### src/hw/rtl/segregated_free_list_allocator_defines.svh
// Assertion helpers; expect clk_i and rst_ni in the including module.
`ifndef SEGREGATED_FREE_LIST_ALLOCATOR_DEFINES_SVH
`define SEGREGATED_FREE_LIST_ALLOCATOR_DEFINES_SVH

// Same-cycle implication.
`define SFLA_ASSERT_IMP(name, ante, cons, msg) \
  name: assert property (@(posedge clk_i) disable iff (!rst_ni) (ante) |-> (cons)) \
    else $error(msg);

// Next-cycle implication.
`define SFLA_ASSERT_NXT(name, ante, cons, msg) \
  name: assert property (@(posedge clk_i) disable iff (!rst_ni) (ante) |=> (cons)) \
    else $error(msg);

`endif

### src/hw/rtl/sfla_pkg.sv
`timescale 1ns / 1ps

package sfla_pkg;

  localparam int unsigned ADDR_W      = 32;
  localparam int unsigned SIZE_W      = 16;
  localparam int unsigned NUM_CLASSES = 5;
  localparam int unsigned CLS_W       = 3;
  localparam int unsigned MIN_SHIFT   = 6;
  localparam int unsigned MIN_CHUNK   = 64;
  localparam int unsigned MAX_CHUNK   = 1024;
  localparam int unsigned KB_SHIFT    = 10;
  localparam int unsigned IDX_W       = 10;
  localparam int unsigned CNT_W       = 11;
  localparam int unsigned SLABK_W     = 7;
  localparam int unsigned SLABK_MAX   = 64;
  localparam int unsigned LO_W        = 9;
  localparam int unsigned LINK_DEPTH  = 1984;
  localparam int unsigned LINK_AW     = 11;
  localparam int unsigned Q_DEPTH     = 2;
  localparam int unsigned CFG_IDX_W   = 1;
  localparam int unsigned CFG_DATA_W  = 32;
  localparam int unsigned TOTAL_W     = 19;

  localparam logic [CFG_IDX_W-1:0] CFG_BASE_ADDR  = 1'b0;
  localparam logic [CFG_IDX_W-1:0] CFG_TOTAL_SIZE = 1'b1;

  typedef enum logic [2:0] {
    ST_OK           = 3'd0,
    ST_TOO_LARGE    = 3'd1,
    ST_CLASS_EMPTY  = 3'd2,
    ST_NULL_FREE    = 3'd3,
    ST_OUT_OF_RANGE = 3'd4,
    ST_MISALIGNED   = 3'd5
  } status_e;

  // Start of each slab, and the end of the last one, in KiB.
  typedef logic [NUM_CLASSES:0][LO_W-1:0] lo_arr_t;

  typedef struct packed {
    logic             is_free;
    status_e          status;
    logic [CLS_W-1:0] cls;
    logic [IDX_W-1:0] idx;
  } item_t;

  // First link slot of a class: capacities of the lower classes summed.
  function automatic logic [LINK_AW-1:0] link_base(input logic [CLS_W-1:0] cls);
    logic [LINK_AW-1:0] b;
    case (cls)
      3'd0:    b = 11'd0;
      3'd1:    b = 11'd1024;
      3'd2:    b = 11'd1536;
      3'd3:    b = 11'd1792;
      3'd4:    b = 11'd1920;
      default: b = 11'd0;
    endcase
    return b;
  endfunction

endpackage

### src/hw/rtl/sfla_front.sv
`timescale 1ns / 1ps

module sfla_front import sfla_pkg::*; (
  input  logic              in_valid_i,
  output logic              in_ready_o,
  input  logic              req_type_i,
  input  logic [SIZE_W-1:0] alloc_size_i,
  input  logic [ADDR_W-1:0] free_addr_i,
  input  logic [ADDR_W-1:0] base_i,
  input  lo_arr_t           lo_i,
  input  logic              q_full_i,
  output logic              q_push_o,
  output item_t             item_o
);

  logic [ADDR_W-1:0]          off;
  logic [ADDR_W-KB_SHIFT-1:0] off_k;
  logic [CLS_W-1:0]           f_cls, a_cls;
  logic [5:0]                 slab_off_hi;
  logic [15:0]                slab_off;
  logic [KB_SHIFT-1:0]        align_mask;

  assign in_ready_o = !q_full_i;
  assign q_push_o   = in_valid_i && !q_full_i;

  assign off   = free_addr_i - base_i;
  assign off_k = off[ADDR_W-1:KB_SHIFT];

  always_comb begin
    f_cls = '0;
    for (int k = 1; k < NUM_CLASSES; k++) begin
      if (off_k >= (ADDR_W-KB_SHIFT)'(lo_i[k])) f_cls = CLS_W'(k);
    end
    a_cls = '0;
    for (int k = 0; k < NUM_CLASSES - 1; k++) begin
      if (alloc_size_i > SIZE_W'(MIN_CHUNK << k)) a_cls = CLS_W'(k + 1);
    end
  end

  assign slab_off_hi = off[15:KB_SHIFT] - lo_i[f_cls][5:0];
  assign slab_off    = {slab_off_hi, off[KB_SHIFT-1:0]};
  assign align_mask  = KB_SHIFT'((11'(MIN_CHUNK) << f_cls) - 11'd1);

  always_comb begin
    item_o.is_free = req_type_i;
    item_o.status  = ST_OK;
    item_o.cls     = '0;
    item_o.idx     = '0;
    if (!req_type_i) begin
      if (alloc_size_i > SIZE_W'(MAX_CHUNK)) begin
        item_o.status = ST_TOO_LARGE;
      end else begin
        item_o.cls = a_cls;
      end
    end else if (free_addr_i == '0) begin
      item_o.status = ST_NULL_FREE;
    end else if (off_k >= (ADDR_W-KB_SHIFT)'(lo_i[NUM_CLASSES])) begin
      item_o.status = ST_OUT_OF_RANGE;
    end else if ((off[KB_SHIFT-1:0] & align_mask) != '0) begin
      item_o.status = ST_MISALIGNED;
    end else begin
      item_o.cls = f_cls;
      item_o.idx = IDX_W'(slab_off >> (MIN_SHIFT + f_cls));
    end
  end

endmodule

### config.mk
export PLATFORM = sky130hd
export DESIGN_NAME = sfla_front
export DESIGN_NICKNAME = d
export VERILOG_FILES = /design/src/hw/rtl/segregated_free_list_allocator_defines.svh /design/src/hw/rtl/sfla_pkg.sv /design/src/hw/rtl/sfla_front.sv
export SDC_FILE = /design/constraint.sdc
export NUM_CORES = 1
export LEC_CHECK = 0
export ABC_AREA = 0
export BUFFER_PORTS_ARGS = -buffer_cell sky130_fd_sc_hd__buf_2
export CELL_PAD_IN_SITES_DETAIL_PLACEMENT = 0
export CELL_PAD_IN_SITES_GLOBAL_PLACEMENT = 2
export CORE_ASPECT_RATIO = 2
export CORE_MARGIN = 5
export CORE_UTILIZATION = 29
export DETAILED_ROUTE_END_ITERATION = 6
export PLACE_DENSITY = 0.95
export SYNTH_ARGS = -nofsm -noshare
export SYNTH_HDL_FRONTEND = slang
export SYNTH_SLANG_ARGS = --single-unit
### constraint.sdc
create_clock -name vclk -period 11.3
set_input_delay 1.13 -clock vclk [all_inputs]
set_output_delay 1.13 -clock vclk [all_outputs]
set_load 0.01 [all_outputs]
==> out/results.tsv <==
metric	value	unit
netlist.area_leader.share	20.7	%
postCtsResizedCells	0	
crit_type	input port to output pin	
nNetsFinal	1061	
leakagePower	2.98	nW
grt_pass1_vias	5770	
endpoint_kind	output pin	
fp.coreArea	16700	um2
drtAntennaViolNets	0	
port_buffers	153	
cp.required	10.17	ns
synth_area	4890	um2
synth_area_leaders	ha_1, inv_1, a21o_1	
final_hold_viol_count	0	
synth_cell_type_count	77	
grt_max_degree	28	
min_period_over_period	92.0	%
utilization	34.9	%
status	finished, final reports clean	
diodes	0	
dieArea	19700	um2
grt_antenna_before_repair	0	
viasPerCell	5.48	
postSynthCellCount	709	
synth.avg_cell_area	6.89	um2
routed_wl	18.6	mm
path_buf_inv	4	
dp_hpwl	16.5	mm
worstHoldPathType	input port to output pin	
crit_slowest_cell	and3_1	
ys_seq_area_share	0	%
seq_cells	0	
grtUsageTotal	18.0	%
syn_nets	929	
synth.most_common_cell	inv_1	
critPathLaunchType	input port	
std_cell_rows	67	
grt_pass1_wl	28.6	mm
drive_gt1_share	21.8	%
die_w	102	um
nFillCells	1885	
areaGrowthSynthToFinish	19.2	%
finalSetupTns	0	ns
post-cts-setup-buffers	0	
via_count	5731	
drv_slew	0	
grt-ovfl-total	0	
power.density	80.5	nW/um2
cts_hold_buf	0	
seq_area	0	um2
drt_iter0_markers	180	
peakVddDrop	0.0244	mV
worstPathArrival	9.26	ns
crit_path_max_fanout	27	
drt_pre_antenna_iters	5	
die_h	194	um
grt_setup_unrepaired	no	
maxCapViolations	0	
ios	156	
worst_slew_pin_slew	1.02	ns
globalplace.congestion	0.949	
setup_violations	0	
ys_top_cells_by_count	inv_1, ha_1, nor2_1	
fmax	96.2	MHz
max_stage_delay	0.90	ns
slew_headroom	32.0	%
path_common_cell	a21o_1	
start_util	29.3	%
ys.warnings.count	0	
clkbuf_count	0	
wl_per_cell	17.8	um
timing.final.crit_period	10.39	ns
route.detailed.drc	0	
synth_top_area_cell	ha_1	
critPathTopFamily	compound AO/OA/AOI/OAI gates	
==> final timing paths <==
| check | startpoint | endpoint | slack (ns) | cells past startpoint |
|---|---|---|---|---|
| worst max-delay path | free_addr_i[0] | item_o[6] | 0.91 | 36 |
| worst min-delay path | q_full_i | in_ready_o | 2.50 | 3 |
==> cell type report <==
class,instances,area (um2),area share (%)
Multi-Input combinational cell,591,4410,75.8
Timing Repair Buffer,161,826,14.2
Inverter,87,327,5.61
Tap cell,207,259,4.45
==> kinds of logic after synthesis <==
| family | Yosys count | share of synthesized area (%) |
|---|---|---|
| simple gates | 239 | 27.1 |
| compound gates | 224 | 32.9 |
| buf+inv | 118 | 9.73 |
| fa+ha+maj | 83 | 21.6 |
| xor+xnor | 31 | 5.84 |
| mux | 14 | 2.92 |
==> power breakdown <==
part / leakage [nW] / internal [W] / total [W] / switching [W]
combinational: 2.98 / 0.000186 / 0.000469 / 0.000282
sequential: 0 / 0 / 0 / 0
clock: 0 / 0 / 0 / 0
==> per-stage QoR <==
step	cells	hold WS (ns)	total power, W	instance area (um2)	setup slack, ns
after CTS	1046	2.50	0.000468	5820	0.921
after detailed placement	1046	2.50	0.000465	5820	0.949
after global placement	1046	2.50	0.000460	5820	0.972
after global routing	1046	2.53	0.000520	5820	0.311
final	1046	2.50	0.000469	5820	0.907
after floorplan	709	2.30	0.000335	4890	2.16
==> metal layers <==
metal / GRT usage (%) / wire length (um)
met4: 7.05 / 917
met2: 37.6 / 10800
met5: 0 / 0
met1: 17.1 / 6350
met3: 0.685 / 496
==> cell usage in the layout, fill, tap and decap left out, drive strengths merged, types with 15 or more instances in the layout <==
| master | Yosys | layout |
|---|---|---|
| buf | 8 | 161 |
| inv | 87 | 87 |
| ha | 81 | 81 |
| nor2 | 55 | 55 |
| a21oi | 48 | 48 |
| nand2 | 35 | 35 |
| o21ai | 35 | 35 |
| a21o | 33 | 33 |
| nor3 | 23 | 23 |
| nand3 | 22 | 22 |
| xnor2 | 20 | 20 |
| nand4 | 19 | 19 |
| a211oi | 16 | 16 |
| and3 | 15 | 15 |
Note: power is estimated with default switching activity, not from simulation.
