==> src/hw/rtl/segregated_free_list_allocator_defines.svh <==
// Assertion helpers; expect clk_i and rst_ni in the including module.
`ifndef SEGREGATED_FREE_LIST_ALLOCATOR_DEFINES_SVH
`define SEGREGATED_FREE_LIST_ALLOCATOR_DEFINES_SVH

// Same-cycle implication.
`define SFLA_ASSERT_IMP(name, ante, cons, msg) \
  name: assert property (@(posedge clk_i) disable iff (!rst_ni) (ante) |-> (cons)) \
    else $error(msg);

// Next-cycle implication.
`define SFLA_ASSERT_NXT(name, ante, cons, msg) \
  name: assert property (@(posedge clk_i) disable iff (!rst_ni) (ante) |=> (cons)) \
    else $error(msg);

`endif

==> src/hw/rtl/sfla_pkg.sv <==
`timescale 1ns / 1ps

package sfla_pkg;

  localparam int unsigned ADDR_W      = 32;
  localparam int unsigned SIZE_W      = 16;
  localparam int unsigned NUM_CLASSES = 5;
  localparam int unsigned CLS_W       = 3;
  localparam int unsigned MIN_SHIFT   = 6;
  localparam int unsigned MIN_CHUNK   = 64;
  localparam int unsigned MAX_CHUNK   = 1024;
  localparam int unsigned KB_SHIFT    = 10;
  localparam int unsigned IDX_W       = 10;
  localparam int unsigned CNT_W       = 11;
  localparam int unsigned SLABK_W     = 7;
  localparam int unsigned SLABK_MAX   = 64;
  localparam int unsigned LO_W        = 9;
  localparam int unsigned LINK_DEPTH  = 1984;
  localparam int unsigned LINK_AW     = 11;
  localparam int unsigned Q_DEPTH     = 2;
  localparam int unsigned CFG_IDX_W   = 1;
  localparam int unsigned CFG_DATA_W  = 32;
  localparam int unsigned TOTAL_W     = 19;

  localparam logic [CFG_IDX_W-1:0] CFG_BASE_ADDR  = 1'b0;
  localparam logic [CFG_IDX_W-1:0] CFG_TOTAL_SIZE = 1'b1;

  typedef enum logic [2:0] {
    ST_OK           = 3'd0,
    ST_TOO_LARGE    = 3'd1,
    ST_CLASS_EMPTY  = 3'd2,
    ST_NULL_FREE    = 3'd3,
    ST_OUT_OF_RANGE = 3'd4,
    ST_MISALIGNED   = 3'd5
  } status_e;

  // Start of each slab, and the end of the last one, in KiB.
  typedef logic [NUM_CLASSES:0][LO_W-1:0] lo_arr_t;

  typedef struct packed {
    logic             is_free;
    status_e          status;
    logic [CLS_W-1:0] cls;
    logic [IDX_W-1:0] idx;
  } item_t;

  // First link slot of a class: capacities of the lower classes summed.
  function automatic logic [LINK_AW-1:0] link_base(input logic [CLS_W-1:0] cls);
    logic [LINK_AW-1:0] b;
    case (cls)
      3'd0:    b = 11'd0;
      3'd1:    b = 11'd1024;
      3'd2:    b = 11'd1536;
      3'd3:    b = 11'd1792;
      3'd4:    b = 11'd1920;
      default: b = 11'd0;
    endcase
    return b;
  endfunction

endpackage

==> src/hw/rtl/sfla_fifo.sv <==
`timescale 1ns / 1ps
`include "segregated_free_list_allocator_defines.svh"

module sfla_fifo import sfla_pkg::*; (
  input  logic  clk_i,
  input  logic  rst_ni,
  input  logic  push_i,
  input  item_t item_i,
  input  logic  pop_i,
  output logic  full_o,
  output logic  valid_o,
  output item_t item_o
);

  item_t      mem_q [Q_DEPTH];
  logic       wr_ptr_q, rd_ptr_q;
  logic [1:0] cnt_q;

  assign full_o  = (cnt_q == 2'(Q_DEPTH));
  assign valid_o = (cnt_q != 2'd0);
  assign item_o  = mem_q[rd_ptr_q];

  always_ff @(posedge clk_i) begin
    if (push_i) begin
      mem_q[wr_ptr_q] <= item_i;
    end
  end

  always_ff @(posedge clk_i or negedge rst_ni) begin
    if (!rst_ni) begin
      wr_ptr_q <= 1'b0;
      rd_ptr_q <= 1'b0;
      cnt_q    <= 2'd0;
    end else begin
      if (push_i) wr_ptr_q <= ~wr_ptr_q;
      if (pop_i)  rd_ptr_q <= ~rd_ptr_q;
      case ({push_i, pop_i})
        2'b10:   cnt_q <= cnt_q + 2'd1;
        2'b01:   cnt_q <= cnt_q - 2'd1;
        default: cnt_q <= cnt_q;
      endcase
    end
  end

  `SFLA_ASSERT_IMP(a_pop_nonempty, pop_i, cnt_q != 2'd0, "pop from empty queue")
  `SFLA_ASSERT_IMP(a_cnt_bound, 1'b1, cnt_q <= 2'(Q_DEPTH), "queue count overflow")
  `SFLA_ASSERT_NXT(a_push_fills, push_i && !pop_i, cnt_q != 2'd0, "pushed beat lost")

endmodule

==> config.mk <==
export PLATFORM = sky130hd
export DESIGN_NAME = sfla_fifo
export DESIGN_NICKNAME = d
export VERILOG_FILES = /design/src/hw/rtl/sfla_pkg.sv /design/src/hw/rtl/sfla_fifo.sv
export VERILOG_INCLUDE_DIRS = /design/src /design/src/hw/rtl
export SDC_FILE = /design/constraint.sdc
export NUM_CORES = 1
export LEC_CHECK = 0
export BUFFER_PORTS_ARGS = -buffer_cell sky130_fd_sc_hd__buf_2
export CORE_MARGIN = 4
export CORE_UTILIZATION = 30
export DETAILED_ROUTE_END_ITERATION = 10
export GPL_ROUTABILITY_DRIVEN = 0
export PLACE_DENSITY = 0.54
export SYNTH_ARGS = -nofsm -noshare
export SYNTH_HDL_FRONTEND = slang
export SYNTH_SLANG_ARGS = --single-unit
==> constraint.sdc <==
create_clock -name clk_i -period 4.7 [get_ports clk_i]
set_input_delay 0.235 -clock clk_i [delete_from_list [all_inputs] [get_ports clk_i]]
set_output_delay 0.235 -clock clk_i [all_outputs]
set_load 0.005 [all_outputs]
==> results.json <==
{
  "period_share": 0.428,
  "portBuffers": 39,
  "layout_setup_ws_ns": 2.69,
  "crit_path_end_kind": "output port",
  "fmax_ghz": 0.497,
  "rr_worst_depth": 1,
  "io_pins": 40,
  "cts-root-buf": "clkbuf_8",
  "fin_worst_skew_ns": 0.00507,
  "total_power_uw": 977,
  "switching_share": 0.268,
  "outcome": "completed",
  "leakagePower_uw": 0.000713,
  "rsz0062_at_grt": "no",
  "grt_usage": 0.0880,
  "overflow": 0,
  "fin_nets": 136,
  "h-tree-depth": 2,
  "numCtsBuffers": 5,
  "powerDensity_mw_per_mm2": 541,
  "ys_warn_count": 0,
  "whs_path_depth": 1,
  "antenna_cells": 0,
  "start_kind": "flip-flop",
  "dieArea_sq_mm": 0.00606,
  "synth_cell_types": 14,
  "routed_wl_um": 2490,
  "vias": 725,
  "combPwrFrac": 0.263,
  "grt_pass1_vias": 848,
  "avgSynthCellArea_sq_um": 21.2,
  "syn2layout_area_growth_pct": 23.3,
  "place_hpwl_um": 1750,
  "synthCells": 69,
  "synth_area_sq_mm": 0.00146,
  "core_area_sq_mm": 0.00472,
  "setup_viol": 0,
  "p_int_uw": 716,
  "rows": 25,
  "worst-path-max-fanout": 18,
  "preCtsSetupSlack_ns": 2.95,
  "drtAntennaViolNets": 0,
  "die_h_um": 77.9,
  "grt_first_pass_wirelength_um": 3910,
  "peakVddDrop_v": 0.000186,
  "tns_ns": 0,
  "crit_arrival_ns": 1.78,
  "layout-drive-gt1-share": 0.557,
  "pwr-share-clk": 0.210,
  "p_switching_uw": 262,
  "drtIter0Drc": 36,
  "critPathKind": "reg2out",
  "worstPathRequired_ns": 4.47,
  "finalNonFillerCells": 182,
  "post_drt_wl_per_cell_um": 13.7,
  "drt-pass1-iter-count": 4,
  "antenna_found_initial": 0,
  "post_cts_resized": 0,
  "avgViaCountPerCell": 3.98,
  "hold_viol": 0,
  "relSlewSlack": 0.389,
  "cap_viol_max_count": 0,
  "hold_class": "in2reg",
  "fin_crit_ns": 2.01,
  "cts_tree": "yes",
  "tightestPinTransition_ns": 0.916,
  "die_w_um": 77.9,
  "slew_viol_final": 0,
  "grt_max_degree": 19,
  "yosys_register_bits": 38,
  "drc": 0,
  "clk_pin_slew_worst_paths_ns": 0.07,
  "start_util": 0.310,
  "cts_buffer_depth": 2,
  "p_seq_frac": 0.527,
  "clkSinkCount": 38,
  "synth_fp_nets": 91,
  "clk-insertion-delay-late_ns": 0.28,
  "dp.cells": 173,
  "seq_area_frac_synth": 0.766
}
## cell type report
cell class                      instances  area, sq um
Clock inverter                          2         8.76
Multi-Input combinational cell         28          310
Timing Repair Buffer                   40          205
Inverter                                1         3.75
Tap cell                               67         83.8
Sequential cell                        38         1120
Fill cell                             462         2920
Clock buffer                            6         72.6
## routing by layer
layer  track usage  share of wire  vias to the layer above  wire, um
met5             0              0                        -         0
met1        0.0841           0.39                      342       973
met4        0.0587          0.026                        0        65
met3        0.0313          0.073                        6       182
met2         0.157           0.51                       30      1270
li1              -              -                      347         -
## sequential cells by signal, indices dropped and copies added, names as in the netlist
signal    cells
rd_ptr_q      1
cnt_q         2
mem_q        34
wr_ptr_q      1
## cells in the mapped netlist
cell	instances	area share
nor2_1	2	0.0051
inv_1	1	0.0026
mux2_4	9	0.092
edfxtp_1	34	0.70
dfrtp_1	4	0.068
ha_1	1	0.0085
buf_12	1	0.014
xor2_1	3	0.018
mux2_2	8	0.062
nor2b_1	1	0.0043
xnor2_1	2	0.012
buf_6	1	0.0077
and2_1	1	0.0043
or2_2	1	0.0043
## cells by family after synthesis
| kind of cell | synth area share |
|---|---|
| DFF | 0.766 |
| muxes | 0.154 |
| xor gates and xnor gates | 0.0299 |
| and+or+nand+nor | 0.0180 |
| buffers and inverters | 0.0239 |
| adders and majority gates | 0.00855 |
## path summary, 6_finish.rpt
check	startpoint	end	slack, ns
max reg2reg	wr_ptr_q	mem_q[0][7]	3.18
max in group asynchronous	rst_ni	rd_ptr_q	4.30
min	item_i[13]	mem_q[0][13]	0.14
min in group asynchronous	rst_ni	cnt_q[1]	0.28
max	rd_ptr_q	item_o[3]	2.69
min reg2reg	cnt_q[1]	cnt_q[1]	0.49
## through the flow
step | hold WS [ns] | util | area (sq um)
5_1_grt | 0.129 | 0.382 | 1810
6_report | 0.140 | 0.382 | 1810
3_3_place_gp | 0.0421 | 0.363 | 1710
2_1_floorplan | -0.0606 | - | 1460
4_1_cts | 0.130 | 0.382 | 1810
3_5_place_dp | 0.0491 | 0.363 | 1710
## placed cells by master, fill, tap and decap left out
| cell type | count |
|---|---|
| dfrtp_1 | 4 |
| mux2_4 | 9 |
| and2_1 | 1 |
| buf_2 | 39 |
| nor2_1 | 1 |
| clkbuf_1 | 1 |
| clkinv_2 | 1 |
| mux2_2 | 8 |
| clkinv_1 | 1 |
| xnor2_1 | 2 |
| inv_1 | 1 |
| dlygate4sd3_1 | 1 |
| edfxtp_1 | 34 |
| clkbuf_8 | 5 |
| nor2b_1 | 1 |
| ha_1 | 1 |
| nor2_2 | 1 |
| or2_2 | 1 |
| xor2_1 | 3 |
## worst max-delay path: stages (launching register included)
cell and delay (ns):
dfrtp_1 0.94, mux2_2 0.42, buf_2 0.13
## power by group through the flow
stage	logic, uW	clock network [uW]	registers, uW
6_report	257	205	516
2_1_floorplan	217	0	481
3_3_place_gp	259	0	520
3_5_place_dp	262	0	526
4_1_cts	264	215	520
5_1_grt	279	233	528
## what timing repair did
item / CTS / global route
hold buffers: 1 / 0
buffers inserted: 0 / 0
hold endpoints to repair: 4 / 0
Note: power is estimated with default switching activity, not from simulation.
